`src/vds_pkg.sv`:
```
`timescale 1ns / 1ps
// ----------------------------------------------------------------------------
// vds_pkg
// Shared types and constants for the varying declaration scanner.
// ----------------------------------------------------------------------------
package vds_pkg;

    // Largest declared index (exclusive) that may set a mask bit.
    localparam int MAX_INDEX = 32;

    localparam int MASK_W  = 32;
    localparam int INDEX_W = 6;
    localparam logic [INDEX_W-1:0] INDEX_SAT = 6'd63;

    // Characters of interest.
    localparam logic [7:0] CH_NUL   = 8'h00;
    localparam logic [7:0] CH_TAB   = 8'h09;
    localparam logic [7:0] CH_LF    = 8'h0A;
    localparam logic [7:0] CH_CR    = 8'h0D;
    localparam logic [7:0] CH_SPACE = 8'h20;
    localparam logic [7:0] CH_ZERO  = 8'h30;
    localparam logic [7:0] CH_NINE  = 8'h39;
    localparam logic [7:0] CH_FOUR  = 8'h34;
    localparam logic [7:0] CH_UP_T  = 8'h54;
    localparam logic [7:0] CH_C     = 8'h63;
    localparam logic [7:0] CH_E     = 8'h65;
    localparam logic [7:0] CH_I     = 8'h69;
    localparam logic [7:0] CH_N     = 8'h6E;
    localparam logic [7:0] CH_O     = 8'h6F;
    localparam logic [7:0] CH_T     = 8'h74;
    localparam logic [7:0] CH_U     = 8'h75;
    localparam logic [7:0] CH_V     = 8'h76;

    // Qualifier select codes.
    localparam logic QSEL_OUT = 1'b0;
    localparam logic QSEL_IN  = 1'b1;

    // Position inside the declaration pattern.
    typedef enum logic [3:0] {
        PH_IDLE   = 4'd0,
        PH_WS1    = 4'd1,
        PH_E      = 4'd2,
        PH_C      = 4'd3,
        PH_FOUR   = 4'd4,
        PH_WS2    = 4'd5,
        PH_T      = 4'd6,
        PH_FIRST  = 4'd7,
        PH_DIGITS = 4'd8
    } t_phase;

    // Complete scan state carried from byte to byte.
    typedef struct packed {
        logic [1:0]         qual_prog;
        logic               prev_bound;
        t_phase             phase;
        logic [INDEX_W-1:0] index_val;
        logic [MASK_W-1:0]  mask;
        logic               ended;
    } t_scan_state;

    localparam t_scan_state SCAN_RESET = '{
        qual_prog:  2'd0,
        prev_bound: 1'b1,
        phase:      PH_IDLE,
        index_val:  '0,
        mask:       '0,
        ended:      1'b0
    };

endpackage

```
`src/varying_declaration_scanner_unit.sv`:
```
`timescale 1ns / 1ps
// ----------------------------------------------------------------------------
// varying_declaration_scanner_unit
// Scans shader text a byte at a time and reports a mask of declared
// interpolator indices when the last byte of a text arrives.
// ----------------------------------------------------------------------------
// Throughput: one byte per cycle while the output register can take a mask;
//   per-byte compare and shift-add logic feeds the scan state registers.
// Output: the mask request appears on o_out_valid in the cycle after the
//   byte marked last is accepted, held in one output register.
// Reset: synchronous, active low; scan state returns to start of text, the
//   qualifier select clears to "out" and the output register empties.
// ----------------------------------------------------------------------------
module varying_declaration_scanner_unit
    import vds_pkg::*;
(
    input  logic              i_clk,
    input  logic              i_rst_n,
    // Configuration: qualifier select (0 = "out", 1 = "in").
    input  logic              i_cfg_we,
    input  logic              i_cfg_data,
    // Byte request channel.
    input  logic              i_in_valid,
    output logic              o_in_ready,
    input  logic [7:0]        i_text_byte,
    input  logic              i_last_byte,
    // Mask request channel.
    output logic              o_out_valid,
    input  logic              i_out_ready,
    output logic [MASK_W-1:0] o_declared_mask
);

    logic              r_qsel;
    t_scan_state       r_state;
    t_scan_state       n_state;
    logic [MASK_W-1:0] n_mask;
    logic              r_out_valid;
    logic [MASK_W-1:0] r_out_mask;
    logic              in_acc;

    // The output register can take a new mask whenever it is empty or is
    // being drained in this same cycle; input bytes stall only while a
    // finished mask waits undrained.
    assign o_in_ready = !r_out_valid || i_out_ready;
    assign in_acc     = i_in_valid && o_in_ready;

    vds_step u_step (
        .i_state (r_state),
        .i_byte  (i_text_byte),
        .i_last  (i_last_byte),
        .i_qsel  (r_qsel),
        .o_state (n_state),
        .o_mask  (n_mask)
    );

    // Configuration register; to be written only while the scanner is idle, unenforced.
    always_ff @(posedge i_clk) begin
        if (!i_rst_n) begin
            r_qsel <= QSEL_OUT;
        end else if (i_cfg_we) begin
            r_qsel <= i_cfg_data;
        end
    end

    // Scan state advances once per accepted byte.
    always_ff @(posedge i_clk) begin
        if (!i_rst_n) begin
            r_state <= SCAN_RESET;
        end else if (in_acc) begin
            r_state <= n_state;
        end
    end

    // Output register: loaded on the last byte of a text.
    always_ff @(posedge i_clk) begin
        if (!i_rst_n) begin
            r_out_valid <= 1'b0;
        end else if (in_acc && i_last_byte) begin
            r_out_valid <= 1'b1;
        end else if (i_out_ready) begin
            r_out_valid <= 1'b0;
        end
    end

    always_ff @(posedge i_clk) begin
        if (in_acc && i_last_byte) begin
            r_out_mask <= n_mask;
        end
    end

    assign o_out_valid     = r_out_valid;
    assign o_declared_mask = r_out_mask;

    // A last byte always yields a mask request on the next cycle.
    a_last_gives_mask: assert property (@(posedge i_clk) disable iff (!i_rst_n)
        (in_acc && i_last_byte) |=> o_out_valid)
        else $error("last byte did not produce a mask");

    // Any other byte never creates a mask request.
    a_no_spurious_mask: assert property (@(posedge i_clk) disable iff (!i_rst_n)
        (in_acc && !i_last_byte) |=> !o_out_valid)
        else $error("mask appeared without a last byte");

    // Once the text has ended, no match is in progress.
    a_ended_is_quiet: assert property (@(posedge i_clk) disable iff (!i_rst_n)
        r_state.ended |-> (r_state.phase == PH_IDLE) && (r_state.qual_prog == 2'd0))
        else $error("scan active after end of text");

    // A last byte returns the scan to the start-of-text state.
    a_last_clears: assert property (@(posedge i_clk) disable iff (!i_rst_n)
        (in_acc && i_last_byte) |=> (r_state == SCAN_RESET))
        else $error("scan state not cleared after last byte");

endmodule

```
`src/vds_step.sv`:
```
`timescale 1ns / 1ps
// ----------------------------------------------------------------------------
// vds_step
// Next-state logic of the scanner for one text byte.
// ----------------------------------------------------------------------------
module vds_step
    import vds_pkg::*;
(
    input  t_scan_state        i_state,
    input  logic [7:0]         i_byte,
    input  logic               i_last,
    input  logic               i_qsel,
    output t_scan_state        o_state,
    output logic [MASK_W-1:0]  o_mask
);

    function automatic logic [MASK_W-1:0] f_commit(input logic [MASK_W-1:0] mask,
                                                   input logic [INDEX_W-1:0] idx);
        logic [MASK_W-1:0] res;
        res = mask;
        if ((int'(idx) < MAX_INDEX) && !idx[INDEX_W-1]) begin
            res = mask | (MASK_W'(1) << idx[INDEX_W-2:0]);
        end
        return res;
    endfunction

    logic       is_blank;
    logic       is_digit;
    logic [3:0] digit;
    logic [9:0] acc;
    logic [1:0] q_len;
    logic [7:0] q_char;
    logic [7:0] q_first;
    logic [1:0] q_prog;
    t_scan_state s;

    assign is_blank = (i_byte == CH_SPACE) || (i_byte == CH_TAB);
    assign is_digit = (i_byte >= CH_ZERO) && (i_byte <= CH_NINE);
    assign digit    = i_byte[3:0];
    assign acc      = ({4'd0, i_state.index_val} * 10'd10) + {6'd0, digit};

    // Qualifier word letters.
    always_comb begin
        q_first = (i_qsel == QSEL_IN) ? CH_I : CH_O;
        q_len   = (i_qsel == QSEL_IN) ? 2'd2 : 2'd3;
        case (i_state.qual_prog)
            2'd1:    q_char = (i_qsel == QSEL_IN) ? CH_N : CH_U;
            2'd2:    q_char = CH_T;
            default: q_char = q_first;
        endcase
    end

    always_comb begin
        s      = i_state;
        q_prog = 2'd0;
        if (!i_state.ended) begin
            if (i_byte == CH_NUL) begin
                if (i_state.phase == PH_DIGITS) begin
                    s.mask      = f_commit(i_state.mask, i_state.index_val);
                    s.index_val = '0;
                end
                s.phase     = PH_IDLE;
                s.qual_prog = 2'd0;
                s.ended     = 1'b1;
            end else begin
                s.phase = PH_IDLE;
                case (i_state.phase)
                    PH_WS1: begin
                        if (is_blank) s.phase = PH_WS1;
                        else if (i_byte == CH_V) s.phase = PH_E;
                    end
                    PH_E:    if (i_byte == CH_E) s.phase = PH_C;
                    PH_C:    if (i_byte == CH_C) s.phase = PH_FOUR;
                    PH_FOUR: if (i_byte == CH_FOUR) s.phase = PH_WS2;
                    PH_WS2: begin
                        if (is_blank) s.phase = PH_WS2;
                        else if (i_byte == CH_O) s.phase = PH_T;
                    end
                    PH_T:    if (i_byte == CH_UP_T) s.phase = PH_FIRST;
                    PH_FIRST: begin
                        if (is_digit) begin
                            s.index_val = {2'd0, digit};
                            s.phase     = PH_DIGITS;
                        end
                    end
                    PH_DIGITS: begin
                        if (is_digit) begin
                            s.index_val = (acc > {4'd0, INDEX_SAT}) ? INDEX_SAT
                                                                    : acc[INDEX_W-1:0];
                            s.phase     = PH_DIGITS;
                        end else begin
                            s.mask      = f_commit(i_state.mask, i_state.index_val);
                            s.index_val = '0;
                        end
                    end
                    default: s.phase = PH_IDLE;
                endcase

                // Qualifier detection runs alongside the declaration match.
                if ((i_state.qual_prog != 2'd0) && (i_state.qual_prog < q_len) &&
                    (i_byte == q_char)) begin
                    q_prog = i_state.qual_prog + 2'd1;
                end else if (i_state.prev_bound && (i_byte == q_first)) begin
                    q_prog = 2'd1;
                end
                if (q_prog >= q_len) begin
                    s.qual_prog = 2'd0;
                    s.phase     = PH_WS1;
                    s.index_val = '0;
                end else begin
                    s.qual_prog = q_prog;
                end
                s.prev_bound = is_blank || (i_byte == CH_CR) || (i_byte == CH_LF);
            end
        end

        // Close a pending digit run on the final byte, then start over.
        o_mask = s.mask;
        if (!s.ended && (s.phase == PH_DIGITS)) begin
            o_mask = f_commit(s.mask, s.index_val);
        end
        o_state = i_last ? SCAN_RESET : s;
    end

endmodule

```
`config.mk`:
```
export PLATFORM = sky130hd
export DESIGN_NAME = varying_declaration_scanner_unit
export DESIGN_NICKNAME = d
export VERILOG_FILES = /design/src/vds_pkg.sv /design/src/varying_declaration_scanner_unit.sv /design/src/vds_step.sv
export SDC_FILE = /design/constraint.sdc
export NUM_CORES = 1
export LEC_CHECK = 0
export ABC_AREA = 1
export BUFFER_PORTS_ARGS = -buffer_cell sky130_fd_sc_hd__buf_2
export CORE_UTILIZATION = 55
export DETAILED_ROUTE_END_ITERATION = 12
export PLACE_DENSITY = 0.84
export SYNTH_ARGS = -nofsm -noshare
export SYNTH_HDL_FRONTEND = slang
export SYNTH_SLANG_ARGS = --single-unit
```
`constraint.sdc`:
```
create_clock -name i_clk -period 9.9 [get_ports i_clk]
set_clock_uncertainty 0.05 [all_clocks]
set_input_delay 1.485 -clock i_clk [delete_from_list [all_inputs] [get_ports i_clk]]
set_output_delay 1.485 -clock i_clk [all_outputs]
set_load 0.02 [all_outputs]
```
[Word-level counts from Yosys, hierarchy flattened]
Index checks and enable logic that the tools add are counted.
Cells by class
  mux-type cells: 38
  $lt $le $gt $ge: 7
  eq/ne operators: 25
  reduce and logical (&&, ||, !) cells: 22
  $add $sub $neg: 2
  shifts and indexed selects: 2
  $mul: 1
  bitwise gates (word level): 2
Operator list (count)
  $mux 32: 5
  $mux 46: 2
  $or 32x32->32: 2
  $shl 1x5->32 const A: 2
  $mux 42: 1
  $eq 8x7->1 const B: 5
  $mux 38: 1
  $pmux 4 s8: 1
  $eq 8x4->1 const B: 3
  $mux 10: 2
  $eq 4x3->1 const B: 4
  $eq 8x6->1 const B: 2
  $eq 8x8->1: 2
  $pmux 8 s2: 1
  $mux 3: 5
  $mux 2: 7
  $lt 6x6->1 const B: 2
  $mux 4: 3
  $mux 6: 2
  $pmux 6 s2: 1
  $add 10x4->10: 1
  $gt 10x6->1 const B: 1
  $logic_and 1x1->1: 9
  $mul 6x3->9 const B: 1
  19 further kinds: 34
Storage, ports and cells
  input bits: 15
  output and inout bits: 34
  flip-flop bits (word level): 80

[Depth between registers and ports, before layout]
Gate-level depths: netlist of the first run.
  depth in word-level cells: 15
  gate-level depth with buffers: 24

[By module]
A second synthesis of the first run with hierarchy kept.
Second synthesis, totals
  cell total of the unflattened synthesis: 846
  area total of the unflattened synthesis: 5791.8 sq um
Modules (own cells, without submodules)
  varying_declaration_scanner_unit: instances 1, cells an instance 345, area each 3111.7 sq um
  vds_step: instances 1, cells an instance 501, area each 2680.1 sq um

[Worst setup path after synthesis of the first run]
Ideal clock, no wire load.
  kind: input port to flip-flop
  start point: in i_out_ready
  end point: reg r_state[1] (netlist bit)
  path slack: 5.731 ns
  path buffers: 1
  cell stages on the path: 10
  data required time: 9.733 ns
  arrival: 4.002 ns
  path through: inv_1 nand2_1 nand2_1 nor2_1 inv_1 nand2_1 inv_1 clkbuf_1 o21ai_0 nor2_1
Between the ends
  cells in the longest elaborated chain, start to end: 2
Ends and longest elaborated chain
  from (decl): RTL line varying_declaration_scanner_unit.sv:29  | input logic i_out_ready,
  $logic_or 1x1->1: RTL line varying_declaration_scanner_unit.sv:44  | assign o_in_ready = !r_out_valid || i_out_ready;
  via o_in_ready: RTL line varying_declaration_scanner_unit.sv:24  | output logic o_in_ready,
  $logic_and 1x1->1: RTL line varying_declaration_scanner_unit.sv:45  | assign in_acc = i_in_valid && o_in_ready;
  to (signal assigned): RTL line varying_declaration_scanner_unit.sv:70  | r_state <= n_state;
  to (decl): RTL line varying_declaration_scanner_unit.sv:34  | t_scan_state r_state;
The timed path passes the listed nets, and every way through them passes these cells.
A chain may end at the register's enable or synchronous reset.

[Final worst setup path of the first run]
  start point: in i_text_byte[2]
  end point: reg r_out_mask[13] (netlist: o_declared_mask[13]) (data pin)
Between the ends
  cells in the longest elaborated chain, start to end: 14
  elaborated cells between the ends (all ways): 54
  classes of those cells: add/sub (1); order compare (5); eq/ne (11); shift (1); mux (26); bitwise (1); reduce/logical (9)
Ends and longest elaborated chain
  from (decl): RTL line varying_declaration_scanner_unit.sv:25  | input logic [7:0] i_text_byte,
  parallel branches: the longest is 9 deep, another holds $add 10x4->10
  $mux 46 (*): RTL line vds_step.sv:56  | if (!i_state.ended) begin
  $lt 6x6->1 (tied with other cells): RTL line vds_step.sv:21  | if ((int'(idx) < MAX_INDEX) && !idx[INDEX_W-1]) begin
  $logic_and 1x1->1 or $or 32x32->32 (tied branches): RTL line vds_step.sv:21, vds_step.sv:22
  $mux 32: RTL line vds_step.sv:21
  $mux 32 (*): RTL line vds_step.sv:119  | if (!s.ended && (s.phase == PH_DIGITS)) begin
  via n_mask[13]: RTL line varying_declaration_scanner_unit.sv:36  | logic [MASK_W-1:0] n_mask;
  to (signal assigned): RTL line varying_declaration_scanner_unit.sv:87  | r_out_mask <= n_mask;
  to (decl): RTL line varying_declaration_scanner_unit.sv:38  | logic [MASK_W-1:0] r_out_mask;
Mark *: on every way through the listed nets, which the timed path passes. The select of a mux whose other input is x is not followed.

==> out/qor.yml, run 1 <==
outcome: "completed"
grt_pass1_wl_um: 20500
antenna_left: 0
p_int_uw: 502
route.detailed.drc: 0
fin_setup_tns_ns: 0
nNetsFinal: 725
seq_power_share_pct: 52.7
multi_input_area_um2: 2510
synth-seq-cells: 80
cts_hold_buf: 0
switchingPower_uw: 159
fillCellCount: 769
tightest_slew_ns: 0.948
drive_gt1_share_pct: 15.0
dr_total_vias: 4669
diodes: 0
ys.flop_type: "dfxtp_1"
crit_required_ns: 10.08
cts_resized: 0
synth_seq_area_share_pct: 39.0
critPathKind: "input pin to flip-flop"
async_flop_share_pct: 0
period_share_pct: 42.1
num_rows: 34
place_inst: 791
postCtsSetupBuffers: 0
io_buffers: 48
syn2layout_area_growth_pct: 9.30
ys_types: 43
vias_per_cell: 5.79
clkLatencyLatePin_ns: 0.37
io-pin-count: 49
start_util_pct: 56.8
yosys_warnings: 0
firstDrtPassIters: 5
synth_edf_count: 32
gp_congestion: 0.933
total_leakage_power_uw: 0.00229
rsz0062_at_grt: "no"
cts_tree: "done"
finalCriticalPeriod_ns: 4.17
max_freq_ghz: 0.240
clk_path_buf_depth: 2
antenna_found_initial: 0
cp_slowest_stage_delay_ns: 0.37
netlist_area_um2: 4930
fp.dieH_um: 96.6
final_hold_viol_count: 0
seq_area_um2: 1920
min_delay_path_depth: 2
layout.cells.non_filler: 807
slowest_stage: "nor2_4"
cp_max_fo: 16
overflow: 0
crit_arrival_ns: 4.35
wl_per_cell_um: 15.3
slew_headroom_pct: 36.6
die_area_um2: 9340
hpwl_um: 8870
syn_area_per_cell_um2: 7.44
cpMostUsedCell: "nand2_1"
htree_levels: 3
setup_viol: 0
switching_share_pct: 24.1
rr_worst_depth: 18
combPwrFrac_pct: 6.8
cts_inserted_buffers: 9
grt_max_degree: 35
cellPowerDensity_nw_per_um2: 123
netlist_instances: 662
design_area_um2: 5380
crit_chain: "buf_2 -> inv_1 -> nand2_1 -> nand3_1 -> nor2_2 -> nand2_2 -> nor2_8 -> o21a_1 -> inv_1 -> ha_1 -> or2_2 -> nand3_2 -> nand2_1 -> nor2_2 -> nand3_4 -> nor2_4 -> nand4_1 -> nand2_1"
finalMaxSlewViolations: 0
clock_power_share_pct: 40.5
clock-root-buffer: "clkbuf_8"
die_x_um: 96.6
cp-start-kind: "input pin"
place_area_um2: 5160
coreArea_um2: 8680
ir_drop_v: 0.0000927
grt_pass1_vias: 4447
grt_usage_pct: 27.1
min_path_type: "flip-flop to flip-flop"
drt-total-wl_um: 12400
maxCapViolCount: 0
end_kind: "flip-flop"
syn_nets: 693
drt_iter0_markers: 474
final_core_util_pct: 62.0
clkTransAtPathRegs_ns: 0.08
clock-sinks: 80
worst max-delay path: cells and delay by family:
family	cells	cell delay, ns
AND/OR/NAND/NOR	13	2.00
AO/OA/AOI/OAI	1	0.16
buffers and inverters	3	0.38
adder cells (fa/ha/maj)	1	0.31
metrics by stage:
step	setup slack, ns	hold WS (ns)	power [uW]
2_1_floorplan	5.73	0.423	386
3_3_place_gp	5.45	0.441	400
3_5_place_dp	5.39	0.451	401
4_1_cts	5.77	0.462	661
5_1_grt	5.51	0.489	682
6_report	5.73	0.464	661
power by group through the flow:
stage / registers, uW / logic, uW / clock network, uW
4_1_cts: 348 / 44.7 / 268
3_3_place_gp: 356 / 43.9 / 0
3_5_place_dp: 356 / 44.5 / 0
6_report: 348 / 45.1 / 267
5_1_grt: 349 / 49.6 / 284
2_1_floorplan: 362 / 24.1 / 0
cells in the final DEF, fill, tap and decap left out, types with 9 or more instances in the layout:
| cell type | instances |
|---|---|
| clkbuf_8 | 9 |
| nand4_1 | 40 |
| ha_1 | 14 |
| nand3_1 | 47 |
| buf_2 | 48 |
| edfxtp_1 | 32 |
| nand2_1 | 142 |
| dfxtp_1 | 48 |
| inv_1 | 87 |
| a21oi_1 | 20 |
| nor2_1 | 66 |
| o21bai_1 | 32 |
| o21ai_0 | 40 |
synth_stat cells (all sizes together) (3+ instances only):
library cell / instances / share of area (%)
nor2: 81 / 8.0
o21ai: 44 / 4.5
ha: 14 / 3.6
edfxtp: 32 / 20
clkbuf: 19 / 1.5
a21oi: 22 / 2.5
nand3: 53 / 6.1
buf: 9 / 1.5
dfxtp: 48 / 20
o211ai: 3 / 0.74
inv: 94 / 7.2
nand2: 151 / 12
nor3: 3 / 0.30
o21bai: 32 / 4.9
nand4: 40 / 5.1
nor4: 4 / 0.51
layer usage:
layer  global-route usage, %  up-vias  share of wire (%)
met2                    45.0      229                 48
met3                    5.85       44                7.6
met4                    13.2        0                3.0
met5                       0        -                  0
li1                        -     2247                  -
met1                    33.5     2149                 41
final timing paths:
kind         slack [ns]                   to            from
max                5.73  o_declared_mask[13]  i_text_byte[2]
min                0.46          r_state[45]     r_state[45]
max reg2reg        5.92  o_declared_mask[13]     r_state[34]
min reg2reg        0.46          r_state[45]     r_state[45]
sequential cells by signal, indices dropped and copies added (netlist names):
signal,count
r_state,46
o_declared_mask,32
r_qsel,1
o_out_valid,1
cell families after synthesis:
| logic type | synth area share (%) |
|---|---|
| compound gates | 13.6 |
| simple gates | 32.4 |
| xor+xnor | 0.533 |
| fa+ha+maj | 4.37 |
| buf+inv | 10.1 |
| flops | 39.0 |
cell type report:
type / instances / area share, %
inverters: 94 / 6.55
flip-flops and latches: 80 / 35.7
clock buffers: 10 / 2.37
well taps: 108 / 2.51
clock inverters: 6 / 1.70
multi-input cells: 460 / 46.6
repair buffers: 49 / 4.60
Power figures use the tool's default switching activity.
==> run 2: changes to the inputs <==
- ABC_AREA: 1 -> 0
- CORE_UTILIZATION: 55 -> 53
- PLACE_DENSITY: 0.84 -> 0.85
- clock period: 9.9 -> 3.7 ns (I/O delays scaled with it)
==> out/qor.yml, run 2 <==
route.detailed.drc: 2
gp_congestion: 0.959
synthTopCellsByArea: "dfxtp_1 (22%), edfxtp_1 (22%), a21oi_1 (9.3%)"
grt_usage_pct: 30.1
end_kind: "flip-flop"
nNetsFinal: 635
most-common-layout-cells: "a21oi_1 (81), buf_4 (67), nor2_1 (58), buf_2 (48), dfxtp_1 (43)"
diodes: 0
whs_endpoint: "r_state[43]"
netlist_instances: 498
drt_iter0_markers: 391
period_share_pct: 105
top_register: "r_state"
setup_viol: 31
synth_most_common_cell: "a21oi_1"
reg2reg_from: "r_state[44]"
async_flop_share_pct: 0
fillCellCount: 531
crit_arrival_ns: 4.03
total_leakage_power_uw: 0.00226
clkTransAtPathRegs_ns: 0.09
overflow: 0
multi_input_area_um2: 2910
combPwrFrac_pct: 7.7
grt_max_degree: 34
dr.max_layer_used: "met4"
switching_share_pct: 23.6
rsz0062_at_grt: "yes"
die_x_um: 93.6
cts_hold_buf: 0
dr_wl_met3_um: 1210
cellPowerDensity_nw_per_um2: 279
routed-wl-met2_um: 6790
dr_total_vias: 4589
ys_types: 66
max_freq_ghz: 0.257
syn2layout_area_growth_pct: 39.0
p_int_uw: 1320
r2r_slack_ns: -0.19
num_rows: 33
grt_pass1_vias: 4179
crit_chain: "or3b_1 -> a221oi_2 -> nand4_1 -> nor2_2 -> mux2_4 -> ha_4 -> nand2b_4 -> o211ai_1 -> o21ai_4 -> a221oi_4 -> or4b_4 -> buf_12 -> o31ai_4"
synth_top_area_share_pct: 21.6
netlist_area_um2: 4450
rr_worst_depth: 13
cp_max_fo: 8
drt-total-wl_um: 14000
clock-root-buffer: "clkbuf_8"
whs_ns: 0.344
largest_register_ffs: 46
met1_length_um: 5410
ys.flop_type: "dfxtp_1"
finalCriticalPeriod_ns: 3.89
cts_inserted_buffers: 9
cts_tree: "done"
synth-seq-cells: 80
seq_power_share_pct: 53.8
synth_commonest_cells: "a21oi_1 (83), nor2_1 (60), dfxtp_1 (48)"
slew_headroom_pct: 20.2
seq_area_um2: 1940
final_common_cell: "a21oi_1"
min_delay_path_depth: 2
clk_path_buf_depth: 2
clock-sinks: 80
hpwl_um: 8610
outcome: "finished with violations"
cp-start-kind: "flip-flop"
coreArea_um2: 8180
min-delay-start: "i_rst_n"
vias_per_cell: 6.43
grt_pass1_wl_um: 20400
cp_slowest_stage_delay_ns: 0.56
yosys_warnings: 0
fp.dieH_um: 93.6
syn_nets: 529
synth_seq_area_share_pct: 43.2
fin_ws_ns: -0.195
start_util_pct: 54.4
maxCapViolCount: 0
drive_gt1_share_pct: 36.3
tightest_slew_ns: 1.19
io_buffers: 48
crit_required_ns: 3.84
yosys.area.top_type: "dfxtp_1"
firstDrtPassIters: 11
ir_drop_v: 0.000220
switchingPower_uw: 408
syn_area_per_cell_um2: 8.93
die_area_um2: 8760
finalMaxSlewViolations: 0
synth_edf_count: 32
min_path_type: "input pin to flip-flop"
antenna_left: 0
io-pin-count: 49
clock_power_share_pct: 38.5
antenna_found_initial: 0
htree_levels: 3
wl_per_cell_um: 19.6
worst_r2r_endpoint: "o_declared_mask[23]"
critPathKind: "flip-flop to flip-flop"
slowest_stage: "or4b_4"
clkLatencyLatePin_ns: 0.36
violations: "design-rule violations, negative setup slack"
final_hold_viol_count: 0
finalPower_uw: 1730
run 2: power by group through the flow:
stage | clock (uW) | sequential [uW] | combinational, uW
4_1_cts | 656 | 928 | 129
6_report | 664 | 928 | 134
2_1_floorplan | 0 | 966 | 57.8
3_3_place_gp | 0 | 949 | 122
3_5_place_dp | 0 | 950 | 125
5_1_grt | 703 | 929 | 143
run 2: what timing repair did:
action | CTS | global route
gates resized for setup | 58 | 50
buffers inserted | 6 | 4
gates cloned | 1 | 1
setup endpoints to repair | 32 | 32
pin swaps | 18 | 23
run 2: layout make-up:
class,instances,area share (%)
inverter,18,1.13
tap,105,2.13
timing repair buffer,127,15.0
multi-input combinational,368,47.1
clock inverter,5,0.891
sequential,80,31.3
clock buffer,11,2.45
run 2: per-stage QoR:
step                TNS [ns]  utilization [%]  cells  cell area (um^2)  setup slack [ns]
floorplan             -0.119                -    498              4520           -0.0138
global placement       -6.09             64.4    686              5260            -0.265
detailed placement     -9.87             64.4    686              5260            -0.419
CTS                    -1.74             71.6    709              5850            -0.152
global route           -6.81             75.6    714              6180            -0.305
finish                 -3.10             75.6    714              6180            -0.195
run 2: layer usage:
layer  GRT usage, %  vias up
met3           3.98       70
met2           53.5      281
met5              0        -
li1               -     2067
met1           36.4     2171
met4           12.9        0
run 2: worst max-delay path, delay by kind of cell, from the launching register on:
kind            cells  cell delay, ns
simple gates        5            1.42
flops               1            0.38
fa+ha+maj           1            0.26
compound gates      5            1.11
mux                 1            0.33
buf+inv             1            0.17
run 2: cells by family after synthesis:
| family | synth area share [%] |
|---|---|
| xor gates and xnor gates | 0.985 |
| buffers and inverters | 4.53 |
| AOI/OAI and AO/OA | 25.7 |
| and+or+nand+nor | 20.0 |
| adders and majority gates | 4.84 |
| DFF | 43.2 |
| muxes | 0.732 |
run 2: worst max-delay path by stage:
stage                        start                   to  slack (ns)  cells after the start
detailed placement  i_text_byte[1]  o_declared_mask[23]       -0.42                     15
global placement    i_text_byte[1]  o_declared_mask[23]       -0.26                     15
CTS                    r_state[34]  o_declared_mask[23]       -0.15                     12
finish                 r_state[44]  o_declared_mask[23]       -0.19                     13
floorplan              r_state[34]   o_declared_mask[5]       -0.01                     12
global route           r_state[44]  o_declared_mask[23]       -0.31                     15
==> run 3: changes to the inputs <==
- CORE_UTILIZATION: 53 -> 55
- CTS_BUF_LIST: not set -> sky130_fd_sc_hd__clkbuf_16
- clock period: 3.7 -> 5.02 ns (I/O delays scaled with it)
==> out/qor.yml, run 3 (synthesis results as in run 2) <==
outcome: "completed"
grt_pass1_vias: 3967
crit_required_ns: 5.11
cp_max_fo: 12
top_register: "r_state"
end_kind: "flip-flop"
layout.cells.non_filler: 636
grt_max_degree: 34
setup_viol: 0
fillCellCount: 640
rsz0062_at_grt: "no"
cts_hold_buf: 0
wl_per_cell_um: 19.0
clk_path_buf_depth: 2
drt_iter0_markers: 527
vias_per_cell: 6.62
cellPowerDensity_nw_per_um2: 301
max_freq_ghz: 0.217
final_core_util_pct: 65.1
largest_register_ffs: 46
clkLatencyLatePin_ns: 0.34
clock-root-buffer: "clkbuf_16"
diodes: 0
io-pin-count: 49
ir_drop_v: 0.000245
fin_setup_tns_ns: 0
cp-start-kind: "flip-flop"
nNetsFinal: 560
final_hold_viol_count: 0
io_buffers: 48
htree_levels: 3
slew_headroom_pct: 15.9
clock-sinks: 80
firstDrtPassIters: 6
antenna_found_initial: 0
die_area_um2: 8450
clkTransAtPathRegs_ns: 0.06
syn2layout_area_growth_pct: 13.7
dr_total_vias: 4211
coreArea_um2: 7770
critPathKind: "flip-flop to flip-flop"
final_common_cell: "a21oi_1"
start_util_pct: 57.2
cts_tree: "done"
min_path_type: "flip-flop to flip-flop"
die_x_um: 91.9
tightest_slew_ns: 1.25
drive_gt1_share_pct: 16.1
hpwl_um: 8370
fp.dieH_um: 91.9
period_share_pct: 91.8
drt-total-wl_um: 12100
grt_usage_pct: 29.6
gp_congestion: 0.882
finalCriticalPeriod_ns: 4.61
antenna_left: 0
finalMaxSlewViolations: 0
crit_arrival_ns: 4.70
postCtsSetupBuffers: 0
total_leakage_power_uw: 0.00181
cts_resized: 0
place_inst: 620
min_delay_path_depth: 2
route.detailed.drc: 0
maxCapViolCount: 0
rr_worst_depth: 14
overflow: 0
num_rows: 32
most-common-layout-cells: "a21oi_1 (83), nor2_1 (60), buf_2 (48), dfxtp_1 (48)"
grt_pass1_wl_um: 19400
cts_inserted_buffers: 9
[run 3: changes by cell type in the layout (fill, tap and decap cells not counted), moves of 5 or more]
cell / change
buf_6: -7
ha_1: +5
clkbuf_16: +9
buf_4: -63
o31ai_1: +29
clkbuf_8: -11
o31ai_4: -24
dfxtp_1: +5
o31ai_2: -5
ha_4: -5
[run 3: layer usage]
metal  track usage (%)  share of wire [%]
met2              50.1                 48
met1              35.4                 39
met5                 0                  0
met3              7.13                8.7
met4              13.7                3.8
[run 3: critical path, cell delays in order (launching register included)]
cell and delay, ns:
dfxtp_1 0.38, inv_1 0.06, ha_1 0.25, or2_2 0.29, a211oi_1 0.31, nor3_1 0.10, nor2_1 0.21, mux2_2 0.38
ha_1 0.26, nand2b_1 0.15, o211ai_1 0.13, o21ai_2 0.51, o21ai_0 0.28, or4b_1 0.71, o31ai_1 0.33
[run 3: area by class of cell]
cell class,instances,area [um^2],area share [%]
multi-input combinational,368,2320,46.0
sequential,80,1920,38.0
timing repair buffer,52,270,5.35
clock buffer,9,225,4.46
tap,102,128,2.53
clock inverter,7,119,2.35
inverter,18,67.6,1.34
[run 3: path summary, 6_finish.rpt]
check,startpoint,to,slack (ns)
max,r_state[45],o_declared_mask[7],0.41
min,r_state[30],r_state[30],0.42
max reg2reg,r_state[45],o_declared_mask[7],0.41
min reg2reg,r_state[30],r_state[30],0.42
[run 3: power by group]
part / leakage (uW) / switching, uW / internal, uW
sequential: 0.000695 / 3.97 / 684
clock: 0.000173 / 263 / 488
combinational: 0.000938 / 58.2 / 22.2
total: 0.00181 / 325 / 1190
[run 3: per-stage QoR]
stage	worst slack (ns)	hold WS (ns)	total power (uW)	area, um^2
finish	0.409	0.418	1520	5050
global route	0.164	0.451	1550	5050
CTS	0.474	0.421	1520	5050
detailed placement	0.237	0.406	781	4710
global placement	0.472	0.399	779	4710
floorplan	1.03	0.388	754	4450
